$ cat src/rtl/hbp_pkg.sv
package hbp_pkg;

    localparam int CODE_W      = 32;
    localparam int LEN_W       = 6;
    localparam int WORD_W      = 40;
    localparam int QUEUE_DEPTH = 4;
    localparam int QPTR_W      = 2;
    localparam int QCNT_W      = 3;

    localparam logic [1:0] KIND_LOAD   = 2'd0;
    localparam logic [1:0] KIND_ENCODE = 2'd1;
    localparam logic [1:0] KIND_FLUSH  = 2'd2;

    typedef struct packed {
        logic [1:0]        kind;
        logic [7:0]        symbol;
        logic [LEN_W-1:0]  code_length;
        logic [CODE_W-1:0] code_bits;
    } in_t;

    typedef struct packed {
        logic [7:0] out_byte;
        logic [2:0] pad_bits;
        logic       last;
    } out_t;

    typedef struct packed {
        logic              is_flush;
        logic [LEN_W-1:0]  len;
        logic [CODE_W-1:0] bits;
    } cmd_t;

endpackage

$ cat src/rtl/hbp_back.sv
module hbp_back
    import hbp_pkg::*;
(
    input  logic clk,
    input  logic rst_n,
    input  cmd_t cmd,
    input  logic cmd_valid,
    output logic cmd_ready,
    output out_t out_data,
    output logic out_valid,
    input  logic out_ready
);

    logic [7:0]        pend_byte_reg, pend_byte_next;
    logic [2:0]        pend_cnt_reg, pend_cnt_next;
    logic [CODE_W-1:0] word_reg, word_next;
    logic [2:0]        cnt_reg, cnt_next;
    logic [2:0]        pad_reg, pad_next;
    out_t              out_reg, out_next;
    logic              out_valid_reg, out_valid_next;

    logic              pop;
    logic              emit;
    logic [WORD_W-1:0] merged;
    logic [LEN_W-1:0]  total;
    logic [2:0]        nfull;
    logic [7:0]        tail_byte;

    assign cmd_ready = cnt_reg == '0;
    assign pop       = cmd_valid && cmd_ready;
    assign emit      = cnt_reg != '0 && (!out_valid_reg || out_ready);

    assign merged = {pend_byte_reg, {CODE_W{1'b0}}}
                  | (WORD_W'({cmd.bits, 8'b0}) >> pend_cnt_reg);
    assign total  = LEN_W'(pend_cnt_reg) + cmd.len;
    assign nfull  = total[5:3];

    always_comb
    begin
        unique case (nfull)
            3'd0:    tail_byte = merged[39:32];
            3'd1:    tail_byte = merged[31:24];
            3'd2:    tail_byte = merged[23:16];
            3'd3:    tail_byte = merged[15:8];
            3'd4:    tail_byte = merged[7:0];
            default: tail_byte = 8'd0;
        endcase
    end

    always_comb
    begin
        pend_byte_next = pend_byte_reg;
        pend_cnt_next  = pend_cnt_reg;
        word_next      = word_reg;
        cnt_next       = cnt_reg;
        pad_next       = pad_reg;
        out_next       = out_reg;
        out_valid_next = out_valid_reg;
        if (pop)
        begin
            if (cmd.is_flush)
            begin
                if (pend_cnt_reg != '0)
                begin
                    word_next      = {pend_byte_reg, 24'd0};
                    cnt_next       = 3'd1;
                    pad_next       = 3'(4'd8 - {1'b0, pend_cnt_reg});
                    pend_byte_next = 8'd0;
                    pend_cnt_next  = 3'd0;
                end
            end
            else
            begin
                word_next      = merged[WORD_W-1:8];
                cnt_next       = nfull;
                pad_next       = 3'd0;
                pend_byte_next = tail_byte;
                pend_cnt_next  = total[2:0];
            end
        end
        else if (emit)
        begin
            out_next.out_byte = word_reg[31:24];
            out_next.pad_bits = pad_reg;
            out_next.last     = cnt_reg == 3'd1;
            word_next         = word_reg << 8;
            cnt_next          = cnt_reg - 3'd1;
        end
        if (emit)
        begin
            out_valid_next = 1'b1;
        end
        else if (out_ready)
        begin
            out_valid_next = 1'b0;
        end
    end

    always_ff @(posedge clk)
    begin
        word_reg <= word_next;
        pad_reg  <= pad_next;
        out_reg  <= out_next;
    end

    always_ff @(posedge clk or negedge rst_n)
    begin
        if (!rst_n)
        begin
            pend_byte_reg <= 8'd0;
            pend_cnt_reg  <= 3'd0;
            cnt_reg       <= 3'd0;
            out_valid_reg <= 1'b0;
        end
        else
        begin
            pend_byte_reg <= pend_byte_next;
            pend_cnt_reg  <= pend_cnt_next;
            cnt_reg       <= cnt_next;
            out_valid_reg <= out_valid_next;
        end
    end

    assign out_data  = out_reg;
    assign out_valid = out_valid_reg;

endmodule

$ cat config.mk
export PLATFORM = sky130hd
export DESIGN_NAME = hbp_back
export DESIGN_NICKNAME = d
export VERILOG_FILES = /design/src/rtl/hbp_pkg.sv /design/src/rtl/hbp_back.sv
export SDC_FILE = /design/constraint.sdc
export NUM_CORES = 1
export LEC_CHECK = 0
export ABC_AREA = 1
export BUFFER_PORTS_ARGS = -buffer_cell sky130_fd_sc_hd__buf_2
export CAP_MARGIN = 20
export CORE_MARGIN = 8
export CORE_UTILIZATION = 35
export DETAILED_ROUTE_END_ITERATION = 6
export GPL_TIMING_DRIVEN = 0
export SETUP_SLACK_MARGIN = 0.1
export SLEW_MARGIN = 15
export SYNTH_ARGS = -nofsm -noshare
export SYNTH_HDL_FRONTEND = slang
export SYNTH_SLANG_ARGS = --single-unit
$ cat constraint.sdc
create_clock -name clk -period 6.4 [get_ports clk]
set_input_delay 0 -clock clk [delete_from_list [all_inputs] [get_ports clk]]
set_output_delay 0 -clock clk [all_outputs]
set_load 0.02 [all_outputs]
Word level (Yosys, flattened, before mapping). Cells that the tools add are included. Widths: inputs -> output; s select.

Bits of input ports: 43. Output and inout port bits: 14. Word-level logic and storage cells: 51. Flip-flop bits (word level): 62.

Add/sub/neg operators: 3. Reduce and logical (&&, ||, !) cells: 13. Multiplexer cells: 16. Equal/unequal tests: 7. Shift operators: 1. Bitwise operators: 2.

Operators by type and width (count): $mux 32 (4); $or 40x40->40 (1); $pmux 8 s5 (1); $shr 40x3->40 (1); $mux 3 (7); $mux 8 (2); $add 3x6->6 (1); $eq 3x1->1 const B (2); $eq 3x2->1 const B (2); $logic_not 3->1 (2); $reduce_and 2->1 (3); $reduce_bool 3->1 (2); $reduce_bool 2->1 (2); $eq 3x3->1 const B (1); $ne 3x2->1 const B (1); $sub 1x3->3 const A (1); $sub 3x1->3 const B (1); $logic_and 1x1->1 (2); $mux 1 (2); $ne 2x1->1 const B (1); $logic_not 1->1 (1); $logic_or 1x1->1 (1); $not 1->1 (1).

Depth between registers and ports, before layout.
Depth after elaboration: 5. Gate-level depth with buffers: 13.

Worst setup path after synthesis. No wires, ideal clock.

Path kind: register to register. Start point: register pend_cnt_reg[1]. End point: register cnt_reg[0]. Data arrival time: 2.621 ns. Setup slack: 3.672 ns. Stages on the path, launching flop included: 11. Required time: 6.293 ns. Period minus slack after synthesis: 2.728 ns. Cells stage by stage: dfrtp_1 buf_2 inv_2 buf_2 ha_1 ha_1 a21oi_4 inv_2 nand2_1 o221ai_1 o21ai_0.

Cells in the longest elaborated chain, start to end: 3. Elaborated cells on any way between the ends: 6.

Ends and longest elaborated chain: start: declaration (RTL line hbp_back.sv:15) `logic [2:0] pend_cnt_reg, pend_cnt_next;`; start signal: assignment (RTL line hbp_back.sv:118) `pend_cnt_reg <= pend_cnt_next;`; $add 3x6->6 or $reduce_bool 3->1 (tied branches) (RTL line hbp_back.sv:35, hbp_back.sv:63); $mux 3 or $ne 3x2->1 (tied branches); $mux 3 or $reduce_and 2->1 (tied branches); end signal: assignment (RTL line hbp_back.sv:119) `cnt_reg <= cnt_next;`; end: declaration (RTL line hbp_back.sv:17) `logic [2:0] cnt_reg, cnt_next;`.

Parallel ways exist; a longest one is shown, timed or not. A chain may end at the register's enable or synchronous reset.

Worst setup path in the final report.
Start point: register pend_cnt_reg[1]. End point: register word_reg[4], enable pin.

Cells in the longest elaborated chain, start to end: 3.

Ends and longest elaborated chain: $reduce_bool 3->1 (RTL line hbp_back.sv:63) `if (pend_cnt_reg != '0)`; $ne 3x2->1 (no source line); $reduce_and 2->1 (no source line); end signal: assignment (RTL line hbp_back.sv:101) `word_reg <= word_next;`; end: declaration (RTL line hbp_back.sv:16) `logic [CODE_W-1:0] word_reg, word_next;`.

No other way between the ends.

==> summary.txt <==
Yosys
  • Top cells by area, synth: edfxtp_1 33%, nand3_1 19%, nand2_1 14%, dfrtp_1 8.7%, a22o_1 3.9%
  • Count leader, synth: nand3_1
  • Post-Syn Nets: 610
  • Synth top cells by count: 164 x nand3_1, 162 x nand2_1, 47 x edfxtp_1
  • Synthesized area: 4304 sq um
  • Ys flop type: edfxtp_1
  • Number of synthesized flops with an enable pin: 47
  • Yosys top cell by area: edfxtp_1
  • Post-synthesis instance total: 558
  • Yosys cell types: 35
  • Seq cells post-synth: 62
  • Mean Syn Cell Area: 7.713 sq um
  • Synth Warn #: 0
  • Synth top area share: 0.3279
  • Post-synth ARST share: 0.2419
  • Register area share after synthesis: 0.4151

Setup path
  • CP Max Fanout: 34
  • Reg-to-reg slack, setup: 3.88 ns
  • CP arrival: 2.54 ns
  • Crit path capture type: register
  • Reg-to-Reg End: word_reg[4]
  • CP bufs+invs: 5
  • CP Data Required Time: 6.42 ns
  • CP Cell Sequence: buf_2 > inv_2 > buf_2 > ha_1 > ha_1 > a21oi_4 > inv_2 > nand2_2 > buf_12
  • Crit path to: word_reg[4]
  • Reg2reg path depth: 9
  • Crit Path Category: reg -> reg
  • Cell depth of the worst setup path: 9
  • Startpoint types: register
  • Worst reg2reg path startpoint: pend_cnt_reg[1]
  • Crit-path max cell delay: 0.42 ns
  • Worst Setup SP: pend_cnt_reg[1]
  • Critical path's top delay family: buffers and inverters
  • CP max-delay cell: dfrtp_1

Global route
  • Routing usage on met2: 0.2844
  • Grt ovf: 0
  • Largest net degree at the start of global routing: 35
  • GR peak layer: met2
  • Met3 Use GR: 0.03729
  • Vias in the first global route: 4,232
  • Met1 Use GR: 0.2277
  • Gr usage total: 0.1755
  • Initial antenna violation count: 0
  • First-pass GRT wire length: 22.20 mm

Cells and area
  • Fin area: 5085 sq um
  • Post-route insts no fill: 780
  • Multi-input gate area: 2211 sq um
  • Max reg flops: 32
  • Area grow syn2layout: 18.14%
  • Register Area: 1787 sq um
  • Layout fillers: 1,289
  • # diodes: 0
  • Nets: 680
  • Layout cells sized above 1: 0.2006

Timing
  • Period utilization: 0.3940
  • Final Max Tran Viols: 0
  • Final Hold Fails: 0
  • RSZ-0062 raised after global routing: no
  • Measured slew at the worst slew-check pin: 0.5556 ns
  • Setup slack after layout: 3.879 ns
  • Slew headroom: 0.6296
  • Max Clk Rate: 396.6 MHz
  • Minimum clock period: 2.521 ns
  • Setup TNS: 0 ns
  • Setup skew after layout: 0.01012 ns
  • Setup-failing EPs final: 0

Die
  • Ports: 57
  • Core ar.: 12,010 sq um
  • Die area: 16,100 sq um
  • Row cnt: 40
  • Initial core utilization: 0.3583
  • Die span in y: 126.9 um
  • Die X: 126.9 um

Outcome
  • Status: finished clean

Clock tree
  • Clock H-tree levels: 3
  • Clock Latency Late Sink: 0.33 ns
  • TritonCTS clock tree: done
  • CTS clk-pin slew, worst paths: 0.06 ns
  • Post-CTS Setup Bufs: 0
  • Root buf cell: clkbuf_16
  • Clk buf depth: 2
  • CTS buffer count: 9
  • CTS Sinks: 62

Routing
  • Via density: 5.490
  • # DRC: 0
  • DRT iter0 DRCs: 347
  • Via count: 4,282
  • Post-route ant nets: 0
  • Wire per inst: 17.95 um
  • Final wirelength: 14.00 mm
  • Router iterations before antenna repair: 5

Placement
  • Final GP Congestion: 0.9387
  • DP HPWL: 11.10 mm
  • Placed cell areas: 4786 sq um
  • IO buf count: 55
  • Dpl cells: 761
  • Post-place setup slack: 3.896 ns

Power and ir drop
  • Clock power share: 0.186
  • Internal Power: 1.270 mW
  • Psw: 1.097 mW
  • Peak VDD IR: 0.1833 mV
  • P_leak: 2.437 nW
  • Sequential fraction of design power: 0.288
  • Power per standard cell area: 465.5 nW/um^2
  • Combinational power share: 0.526
  • Switching share of power: 0.4634

Flow run
  • Max cap viols: 0

Hold path
  • Hold WC Path Type: in -> reg
[repair_timing]
action / 4_1_cts / 5_1_grt
hold buffers: 3 / 0
endpoints found under the hold margin: 17 / 0
resized for setup: 0 / 0
[power groups by stage]
| stage | Clock, mW | Combinational (mW) | Sequential, mW |
|---|---|---|---|
| after floorplan | 0 | 0.814 | 0.706 |
| after global placement | 0 | 1.21 | 0.687 |
| after detailed placement | 0 | 1.22 | 0.688 |
| after CTS | 0.447 | 1.23 | 0.682 |
| after global routing | 0.462 | 1.37 | 0.697 |
| final | 0.439 | 1.25 | 0.682 |
[worst register-to-register path, stage by stage, from the launching register on]
cell     delay (ns)
dfrtp_1        0.42
buf_2          0.23
inv_2          0.11
buf_2          0.23
ha_1           0.22
ha_1           0.21
a21oi_4        0.26
inv_2          0.15
nand2_2        0.15
buf_12         0.22
[per-layer routing]
metal | routed length (um) | up-vias
met5 | 0 | -
met4 | 408 | 0
met3 | 996 | 29
met2 | 6150 | 186
met1 | 6447 | 1989
li1 | - | 2078
[cells in the final DEF, fill, tap and decap left out, drive strengths merged, types with 2 or more instances in the layout]
cell,count
a21oi,8
a22o,19
a31oi,2
buf,83
clkbuf,13
clkinv,4
clkinvlp,4
dfrtp,15
dlygate4sd3,3
edfxtp,47
ha,8
inv,34
nand2,171
nand3,169
nor2,18
o211ai,6
o21ai,12
o21bai,10
[worst min-delay path by stage]
stage	from	endpoint	slack, ns	cells after the start
CTS	cmd[38]	pad_reg[2]	0.09	3
global placement	rst_n	out_valid	-0.07	1
detailed placement	rst_n	out_valid	-0.08	1
floorplan	rst_n	cnt_reg[0]	-0.30	0
global route	cmd[38]	pad_reg[2]	0.10	3
finish	cmd[38]	pad_reg[2]	0.08	3
[area by class of cell]
cell class,instances,area share
multi-input cells,430,0.4348
clock buffers,10,0.04503
clock inverters,6,0.007874
flip-flops and latches,62,0.3514
inverters,36,0.02657
repair buffers,59,0.06398
plain buffers,30,0.03420
well taps,147,0.03617
[per-stage QoR]
stage,power [mW],hold slack [ns],utilization
after detailed placement,1.909,-0.07770,0.3984
after global placement,1.899,-0.07165,0.3966
final,2.367,0.08243,0.4233
after CTS,2.355,0.08552,0.4233
after global routing,2.526,0.1042,0.4233
after floorplan,1.520,-0.2956,-
[kinds of logic after synthesis]
| group | after synthesis | share of synthesized area |
|---|---|---|
| simple gates | 360 | 0.3817 |
| xor+xnor | 1 | 0.002035 |
| buf+inv | 66 | 0.07180 |
| compound gates | 60 | 0.1015 |
| flops | 62 | 0.4151 |
| fa+ha+maj | 9 | 0.02791 |
Power figures use the tool's default switching activity.
