===== src/rtl/hbp_pkg.sv =====
package hbp_pkg;

    localparam int CODE_W      = 32;
    localparam int LEN_W       = 6;
    localparam int WORD_W      = 40;
    localparam int QUEUE_DEPTH = 4;
    localparam int QPTR_W      = 2;
    localparam int QCNT_W      = 3;

    localparam logic [1:0] KIND_LOAD   = 2'd0;
    localparam logic [1:0] KIND_ENCODE = 2'd1;
    localparam logic [1:0] KIND_FLUSH  = 2'd2;

    typedef struct packed {
        logic [1:0]        kind;
        logic [7:0]        symbol;
        logic [LEN_W-1:0]  code_length;
        logic [CODE_W-1:0] code_bits;
    } in_t;

    typedef struct packed {
        logic [7:0] out_byte;
        logic [2:0] pad_bits;
        logic       last;
    } out_t;

    typedef struct packed {
        logic              is_flush;
        logic [LEN_W-1:0]  len;
        logic [CODE_W-1:0] bits;
    } cmd_t;

endpackage


===== src/rtl/hbp_queue.sv =====
module hbp_queue
    import hbp_pkg::*;
(
    input  logic clk,
    input  logic rst_n,
    input  cmd_t push_data,
    input  logic push_valid,
    output logic push_ready,
    output cmd_t pop_data,
    output logic pop_valid,
    input  logic pop_ready
);

    cmd_t              entry_reg [QUEUE_DEPTH];
    logic [QPTR_W-1:0] wr_ptr_reg, wr_ptr_next;
    logic [QPTR_W-1:0] rd_ptr_reg, rd_ptr_next;
    logic [QCNT_W-1:0] count_reg, count_next;
    logic              push;
    logic              pop;

    assign push_ready = count_reg != QCNT_W'(QUEUE_DEPTH);
    assign pop_valid  = count_reg != '0;
    assign pop_data   = entry_reg[rd_ptr_reg];
    assign push       = push_valid && push_ready;
    assign pop        = pop_valid && pop_ready;

    always_ff @(posedge clk)
    begin
        if (push)
        begin
            entry_reg[wr_ptr_reg] <= push_data;
        end
    end

    always_comb
    begin
        wr_ptr_next = push ? wr_ptr_reg + 1'b1 : wr_ptr_reg;
        rd_ptr_next = pop ? rd_ptr_reg + 1'b1 : rd_ptr_reg;
        count_next  = count_reg + QCNT_W'(push) - QCNT_W'(pop);
    end

    always_ff @(posedge clk or negedge rst_n)
    begin
        if (!rst_n)
        begin
            wr_ptr_reg <= '0;
            rd_ptr_reg <= '0;
            count_reg  <= '0;
        end
        else
        begin
            wr_ptr_reg <= wr_ptr_next;
            rd_ptr_reg <= rd_ptr_next;
            count_reg  <= count_next;
        end
    end

endmodule


===== config.mk =====
export PLATFORM = sky130hd
export DESIGN_NAME = hbp_queue
export DESIGN_NICKNAME = d
export VERILOG_FILES = /design/src/rtl/hbp_pkg.sv /design/src/rtl/hbp_queue.sv
export SDC_FILE = /design/constraint.sdc
export NUM_CORES = 1
export LEC_CHECK = 0
export BUFFER_PORTS_ARGS = -buffer_cell sky130_fd_sc_hd__clkbuf_2
export CORE_UTILIZATION = 45
export CTS_BUF_LIST = sky130_fd_sc_hd__clkbuf_4 sky130_fd_sc_hd__clkbuf_8
export CTS_CLUSTER_DIAMETER = 40
export CTS_CLUSTER_SIZE = 30
export DETAILED_ROUTE_END_ITERATION = 12
export MAX_ROUTING_LAYER = met4
export PLACE_DENSITY = 0.74
export RECOVER_POWER = 100
export SLEW_MARGIN = 30
export SYNTH_ARGS = -nofsm -noshare
export SYNTH_HDL_FRONTEND = slang
export SYNTH_SLANG_ARGS = --single-unit

===== constraint.sdc =====
create_clock -name clk -period 1.9 [get_ports clk]
set_input_delay 0 -clock clk [delete_from_list [all_inputs] [get_ports clk]]
set_output_delay 0 -clock clk [all_outputs]
set_load 0.02 [all_outputs]

== Yosys cells after proc, flatten, opt, wreduce, memory -nomap -nowiden ==
Memory sizes are Yosys's and may differ from the RTL's.
Cells that the tools add are included.

* Register bits: 7
* Memory bits (writable): 156
* Input bits: 43
* Output and inout port bits: 41
* Logic and storage cells: 14
* Memories: 1

* $add $sub $neg: 4
* Eq/ne operators: 1
* Mux-type cells: 2
* Reduce and logical (&&, ||, !) cells: 3

{| class="wikitable"
|+ Memories
! name !! depth !! bits a word !! rd ports !! clocked after Yosys merged registers in !! write ports !! line !! RTL
|-
| entry_reg || 4 || 39 || 1 || 0 || 1 || hbp_queue.sv:14 || <nowiki>cmd_t entry_reg [QUEUE_DEPTH];</nowiki>
|}

{| class="wikitable"
|+ Operator list
! cell !! count
|-
| $add 2x1->2 const B || 2
|-
| $add 3x1->3 || 1
|-
| $ne 3x3->1 const B || 1
|-
| $reduce_bool 3->1 || 1
|-
| $sub 3x1->3 || 1
|-
| $logic_and 1x1->1 || 2
|-
| $mux 1 || 2
|}

== Logic depth before layout (Yosys ltp) ==
Gate-level depths: netlist of run 1.

* Depth in word-level cells: 4
* Depth in mapped cells: 9
* Mapped depth without buffers: 9

== Least setup slack after synthesis of run 1 ==
OpenSTA, ideal clock, no wires.

* Kind: register to register
* Start: register count_reg[1]
* End: register count_reg[2]
* Arrival time: 1.970 ns
* Required time: 1.771 ns
* Path slack: -0.199 ns
* Stages on the path, launching flop included: 10
* Period minus slack after synthesis: 2.099 ns
* Cells stage by stage: dfrtp_1 -> nor3b_2 -> nand2b_1 -> ha_1 -> inv_1 -> ha_1 -> inv_1 -> fa_1 -> xnor2_1 -> xnor2_1

* Longest elaborated chain between the ends: 4
* Elaborated cells on any way between the ends: 6

{| class="wikitable"
|+ RTL lines
! item !! line !! RTL
|-
| start, declared || hbp_queue.sv:17 || <nowiki>logic [QCNT_W-1:0] count_reg, count_next;</nowiki>
|-
| start signal, assigned || hbp_queue.sv:54 || <nowiki>count_reg <= count_next;</nowiki>
|-
| $ne 3x3->1 || hbp_queue.sv:21 || <nowiki>assign push_ready = count_reg != QCNT_W'(QUEUE_DEPTH);</nowiki>
|-
| $logic_and 1x1->1 || hbp_queue.sv:24 || <nowiki>assign push = push_valid && push_ready;</nowiki>
|-
| $add 3x1->3 || hbp_queue.sv:39 || <nowiki>count_next = count_reg + QCNT_W'(push) - QCNT_W'(pop);</nowiki>
|-
| $sub 3x1->3 (*) || hbp_queue.sv:39 ||
|-
| via count_next[2] || hbp_queue.sv:17 ||
|}

The timed path passes the listed nets; every way through them passes the cells marked *.
A chain may end at the register's enable or synchronous reset.

== Final worst setup path of run 1 ==
* Start: register count_reg[0]
* End: register count_reg[2]

* Elaborated cells on any way between the ends: 6

{| class="wikitable"
|+ RTL lines
! item !! line !! RTL
|-
| $reduce_bool 3->1 || hbp_queue.sv:22 || <nowiki>assign pop_valid = count_reg != '0;</nowiki>
|-
| $logic_and 1x1->1 || hbp_queue.sv:25 || <nowiki>assign pop = pop_valid && pop_ready;</nowiki>
|-
| via pop || hbp_queue.sv:19 || <nowiki>logic pop;</nowiki>
|-
| $sub 3x1->3 || hbp_queue.sv:39 ||
|-
| via count_next[2] || hbp_queue.sv:17 ||
|}

The timed path passes the listed nets, and every way through them passes these cells.

==> flow_summary_export.csv, run 1 <==
group,metric,value,unit
sta,worstMarginPinSlew,0.462,ns
logic_synthesis,synth_area_leaders,"edfxtp_1 (76%), mux4_2 (14%), dfrtp_1 (2.9%)",
clocking,clock_path_buffers,2,
route,drc,0,
setup_path,critPathMaxStageDelay,0.42,ns
setup_path,cp.arrival,2.30,ns
setup_path,timing_worst_setup_path_type,"reg2reg",
floorplan,die_width,119,um
logic_synthesis,synth.distinct_cells,21,
setup_path,cp_cell_sequence,"o31a_1 -> ha_1 -> inv_1 -> ha_1 -> inv_1 -> fa_2 -> xnor2_2 -> xnor2_1",
sta,drv_slew,0,
clocking,cts_num_sinks,163,
clocking,numCtsBuffers,17,
floorplan,initial_core_util,0.462,
placed_design,io_buffers,83,
placed_design,dp_hpwl,6450,um
setup_path,cp.required,2.25,ns
final_layout,design_area,0.00809,sq mm
route,postRouteAntennaNets,0,
sta,period_share,1.03,
power,power_density,1590,mW/mm^2
global_route,grt_first_pass_wirelength,16800,um
logic_synthesis,synth-edff-count,156,
clocking,htree_num_levels,4,
sta,finClkSkew,0.0102,ns
sta,setup_viol,1,
placed_design,gp_congestion,0.689,
logic_synthesis,ys_warn_count,0,
run_status,status,"finished, violations left",
clocking,cts-root-buf,"clkbuf_8",
route,routedWlPerCell,18.0,um
global_route,grt_pass1_vias,3196,
sta,max_freq,511,MHz
logic_synthesis,synth.cell_area,0.00614,sq mm
placed_design,place_area,0.00695,sq mm
clocking,cts_tree,"done",
global_route,antenna_found_initial,0,
sta,rsz0062_at_grt,"true",
logic_synthesis,synth_nets,295,
route,dr.pass1.iters,4,
min_path,hold_class,"in2reg",
sta,holdWs,0.341,ns
setup_path,endpoint_kind,"flop",
logic_synthesis,syn_area_per_cell,25.1,sq um
final_layout,post-route-util,0.608,
sta,fin_tns_setup,-0.0565,ns
global_route,gr-total-overflow,0,
route,viasPerCell,5.04,
global_route,grt_max_degree,24,
route,first_iter_violations,157,
logic_synthesis,yosys-top-cells-count,"edfxtp_1 (156), mux4_2 (38), dfrtp_1 (7), ha_1 (6), inv_1 (6)",
final_layout,largest_register_ffs,156,
setup_path,crit_family,"adder cells",
route,wirelength,10900,um
floorplan,die_y,119,um
power,ir_worst_vdd,1250,uV
setup_path,path_buf_inv,2,
logic_synthesis,ys_async_sr_fraction,0.0429,
floorplan,core_area,0.0133,sq mm
logic_synthesis,yosysMostFrequentCell,"edfxtp_1",
route,num_vias,3043,
flow_run,cap_violations,0,
setup_path,cp_slowest_cell,"dfrtp_1",
final_layout,layout.nets,465,
logic_synthesis,yosys.area.top_type,"edfxtp_1",
floorplan,rows,42,
power,p_leak,2.79,nW
global_route,gr-usage-all-layers,0.171,
run_status,violations,"setup timing",
clocking,insertion_delay,0.45,ns
final_layout,antenna_cells,0,
logic_synthesis,synth_top_area_frac,0.763,
setup_path,crit_fanout,3,
setup_path,cp-start-kind,"flop",
sta,slew_headroom,0.692,
logic_synthesis,ys_seq_area_frac,0.791,
floorplan,pin_count,84,
sta,min_period,1.96,ns
clocking,clk_pin_slew,0.09,ns
floorplan,fp.dieArea,0.0141,sq mm
sta,timing.final.ws_setup,-0.0565,ns
logic_synthesis,yosys_register_bits,163,
logic_synthesis,ys.flop_type,"edfxtp_1",
final_layout,areaGrowthSynthToFinish,31.6,%
final_layout,drive_gt1_frac,0.357,
logic_synthesis,netlist_instances,245,
sta,hold_viol_final,0,
==> layout make-up <==
cell class	instances	area, sq um
clock buffer	24	318
clock inverter	8	148
fill	972	5210
inverter	6	22.5
multi-input combinational	67	1160
sequential	163	4870
tap	176	220
timing repair buffer	160	1350
==> kinds of logic after synthesis <==
| family | Yosys count | share of synthesized area |
|---|---|---|
| buffers and inverters | 15 | 0.0218 |
| multiplexers | 39 | 0.144 |
| XOR/XNOR | 4 | 0.00570 |
| adder cells (fa/ha/maj) | 7 | 0.0155 |
| flip-flops | 163 | 0.791 |
| AO/OA/AOI/OAI | 4 | 0.00530 |
| AND/OR/NAND/NOR | 13 | 0.0171 |
==> through the flow <==
stage | worst slack [ns] | instances | total power [mW]
floorplan | -0.143 | 245 | 7.86
global placement | -0.0798 | 516 | 9.17
detailed placement | -0.140 | 516 | 9.25
CTS | -0.0476 | 601 | 12.5
global route | -0.148 | 604 | 13.5
finish | -0.0565 | 604 | 12.9
==> path summary, 6_finish.rpt <==
kind                       slack (ns)  depth (start not counted)                          to                       from
hold / removal                   0.34                          2  entry_reg[0][22]$_DFFE_PP_              push_data[22]
setup / recovery                -0.06                          8      count_reg[2]$_DFF_PN0_     count_reg[0]$_DFF_PN0_
max in group asynchronous        1.06                          3   rd_ptr_reg[0]$_DFFE_PN0P_                      rst_n
setup reg to reg                -0.06                          8      count_reg[2]$_DFF_PN0_     count_reg[0]$_DFF_PN0_
min in group asynchronous        0.54                          3      count_reg[2]$_DFF_PN0_                      rst_n
hold reg to reg                  0.62                          2   wr_ptr_reg[1]$_DFFE_PN0P_  wr_ptr_reg[1]$_DFFE_PN0P_
==> placed cells by master, fill, tap and decap left out, types with 4 or more instances in the layout <==
| master | netlist | routed |
|---|---|---|
| edfxtp_1 | 156 | 156 |
| dlygate4sd3_1 | 0 | 43 |
| clkbuf_1 | 0 | 42 |
| mux4_2 | 38 | 39 |
| buf_6 | 1 | 34 |
| clkbuf_8 | 0 | 23 |
| buf_4 | 0 | 14 |
| clkbuf_2 | 0 | 10 |
| clkbuf_4 | 0 | 9 |
| inv_1 | 6 | 6 |
| ha_1 | 6 | 6 |
| nand2b_1 | 4 | 4 |
| bufinv_16 | 0 | 4 |
| dfrtp_1 | 7 | 4 |
| buf_12 | 4 | 4 |
==> timing repair <==
action                                 in CTS  in global routing
setup buffers                               9                  2
endpoints found under the hold margin     166                  0
setup endpoints to repair                  31                 40
gates cloned                                1                  1
gates resized for setup                    12                102
pin swaps                                   1                  0
hold buffers                               43                  0
==> routing by layer <==
layer	up-vias	track usage	part of all wire
met5	-	-	0
met2	78	0.257	0.49
met4	0	0.0767	0.020
met3	19	0.0527	0.048
met1	1572	0.215	0.44
li1	1374	-	-
==> power breakdown <==
group	internal, mW	total [mW]	switching, mW
logic	2.64	5.11	2.47
registers	4.76	4.98	0.220
clock network	1.63	2.80	1.16
total	9.03	12.9	3.86
(Power assumes the default switching activity.)
==> run 2, diff against run 1 <==
CTS_BUF_LIST = sky130_fd_sc_hd__clkbuf_8   (was sky130_fd_sc_hd__clkbuf_4 sky130_fd_sc_hd__clkbuf_8)
==> run 2 against run 1 <==
Effect of this change:
- the flow still finishes with violations (setup timing)
- total power is 0.36% lower
- via count shrank 0.30%
- clock skew about the same
- utilization fell by 0.056 points
- final area about the same
- fmax rose by 0.17%
- hold slack better by 0.00072 ns
- critical path depth did not move
- first-iteration DRC count is 5.1% higher
- sequential share of layout area is 0.056 points higher
- sequential power about the same
- non-clock buffer count did not move
- highest routed layer unchanged
==> flow_summary_export.csv, run 2 (synthesis results as in run 1) <==
group,metric,value,unit
global_route,antenna_found_initial,0,
clocking,clock_path_buffers,2,
clocking,numCtsBuffers,17,
final_layout,stdcell_count,604,
setup_path,cp.arrival,2.30,ns
final_layout,drive_gt1_frac,0.353,
power,ir_worst_vdd,1250,uV
floorplan,fp.dieArea,0.0141,sq mm
route,first_iter_violations,165,
clocking,htree_num_levels,4,
power,p_leak,2.79,nW
route,postRouteAntennaNets,0,
setup_path,critPathMaxStageDelay,0.42,ns
setup_path,crit_fanout,3,
setup_path,path_buf_inv,2,
floorplan,die_y,119,um
clocking,cts-root-buf,"clkbuf_8",
final_layout,areaGrowthSynthToFinish,31.5,%
clocking,insertion_delay,0.45,ns
sta,max_freq,512,MHz
setup_path,crit_cells,8,
global_route,grt_pass1_vias,3189,
setup_path,crit_end,"count_reg[2]$_DFF_PN0_",
setup_path,cp_cell_sequence,"o31a_1 -> ha_1 -> inv_1 -> ha_1 -> inv_1 -> fa_2 -> xnor2_2 -> xnor2_1",
min_path,min-delay-start,"push_data[22]",
route,num_vias,3034,
sta,timing.final.ws_setup,-0.0532,ns
final_layout,largest_register_ffs,156,
sta,slew_headroom,0.696,
final_layout,design_area,0.00808,sq mm
route,wl_met2,5350,um
placed_design,dp_cells,516,
route,wl_met1,4810,um
power,power_density,1590,mW/mm^2
final_layout,antenna_cells,0,
setup_path,cp_slowest_cell,"dfrtp_1",
route,dr.max_layer_used,"met4",
route,drc,0,
sta,worstMarginPinSlew,0.457,ns
clocking,clk_pin_slew,0.09,ns
setup_path,cp-start-kind,"flop",
route,routedWlPerCell,18.0,um
placed_design,dp_slack,-0.140,ns
floorplan,die_width,119,um
setup_path,r2r-start,"count_reg[0]$_DFF_PN0_",
placed_design,place_area,0.00695,sq mm
run_status,violations,"setup timing",
final_layout,fillers,973,
floorplan,pin_count,84,
flow_run,cap_violations,0,
final_layout,final_common_cell,"edfxtp_1",
floorplan,core_area,0.0133,sq mm
sta,setup_viol,1,
global_route,gr-usage-all-layers,0.171,
final_layout,mostFrequentLayoutCells,"edfxtp_1 (156), dlygate4sd3_1 (43), clkbuf_1 (42), mux4_2 (39), buf_6 (34)",
setup_path,r2r_end,"count_reg[2]$_DFF_PN0_",
setup_path,endpoint_kind,"flop",
min_path,hold_class,"in2reg",
sta,finClkSkew,0.0102,ns
setup_path,timing_worst_setup_path_type,"reg2reg",
route,viasPerCell,5.02,
route,wl_met3,494,um
global_route,gr-total-overflow,0,
placed_design,gp_congestion,0.689,
floorplan,rows,42,
setup_path,crit_family,"adder cells",
floorplan,initial_core_util,0.462,
sta,hold_viol_final,0,
run_status,status,"finished, violations left",
route,wirelength,10900,um
global_route,grt_max_degree,24,
setup_path,r2r_cells,8,
sta,period_share,1.03,
setup_path,cp.required,2.25,ns
clocking,cts_num_sinks,163,
final_layout,layout.nets,465,
setup_path,rrSetupSlack,-0.05,ns
sta,drv_slew,0,
placed_design,dp_hpwl,6450,um
placed_design,io_buffers,83,
sta,min_period,1.95,ns
sta,rsz0062_at_grt,"true",
clocking,cts_tree,"done",
global_route,grt_first_pass_wirelength,16800,um
route,dr.pass1.iters,4,
setup_path,startpoint,"count_reg[0]$_DFF_PN0_",
## run 2: changes by cell type in the layout (fill, tap and decap cells not counted), sizes merged
cell	change
inv	+2
clkbuf	-2
## run 2: repair_timing
item / 4_1_cts / 5_1_grt
setup buffers: 9 / 2
gates cloned: 1 / 1
pin swaps: 1 / 0
resized for setup: 12 / 102
setup endpoints to repair: 31 / 40
hold buffers: 43 / 0
endpoints found under the hold margin: 166 / 0
## run 2: worst min-delay path by stage
stage	to	cells past startpoint
after floorplan	count_reg[0]$_DFF_PN0_	0
after detailed placement	count_reg[0]$_DFF_PN0_	1
after CTS	entry_reg[0][22]$_DFFE_PP_	2
after global routing	entry_reg[0][22]$_DFFE_PP_	2
after global placement	count_reg[0]$_DFF_PN0_	1
final	entry_reg[0][22]$_DFFE_PP_	2
## run 2: stage by stage
step	hold WS, ns	setup TNS (ns)	power (mW)	utilization
2_1_floorplan	-0.296	-0.143	7.86	-
3_3_place_gp	-0.149	-0.0798	9.17	0.523
3_5_place_dp	-0.145	-0.140	9.25	0.523
4_1_cts	0.274	-0.464	12.5	0.601
5_1_grt	0.331	-0.379	13.5	0.608
6_report	0.342	-0.0532	12.8	0.608
## run 2: cell type report
cell class | count | area [sq um] | share of cell area
multi-input cells | 67 | 1160 | 0.144
inverters | 6 | 22.5 | 0.00279
flip-flops and latches | 163 | 4870 | 0.602
repair buffers | 160 | 1350 | 0.167
well taps | 176 | 220 | 0.0273
clock buffers | 22 | 303 | 0.0375
clock inverters | 10 | 155 | 0.0192
## run 2: metal layers
metal  global-route usage  vias to the layer above
li1                     -                     1380
met1                0.215                     1564
met2                0.255                       71
met3               0.0527                       19
met4               0.0767                        0
met5                    -                        -
## run 2: worst reg2reg max path: stages (launching register included)
cell and delay, ns:
dfrtp_1 0.42, o31a_1 0.31, ha_1 0.27, inv_1 0.06, ha_1 0.13, inv_1 0.05
fa_2 0.34, xnor2_2 0.14, xnor2_1 0.12
## run 2: power by group
group / switching [mW] / internal [mW] / leakage (nW) / total, mW
clock: 1.16 / 1.60 / 0.230 / 2.76
sequential: 0.219 / 4.76 / 1.51 / 4.98
combinational: 2.47 / 2.64 / 1.06 / 5.10
total: 3.85 / 8.99 / 2.79 / 12.8
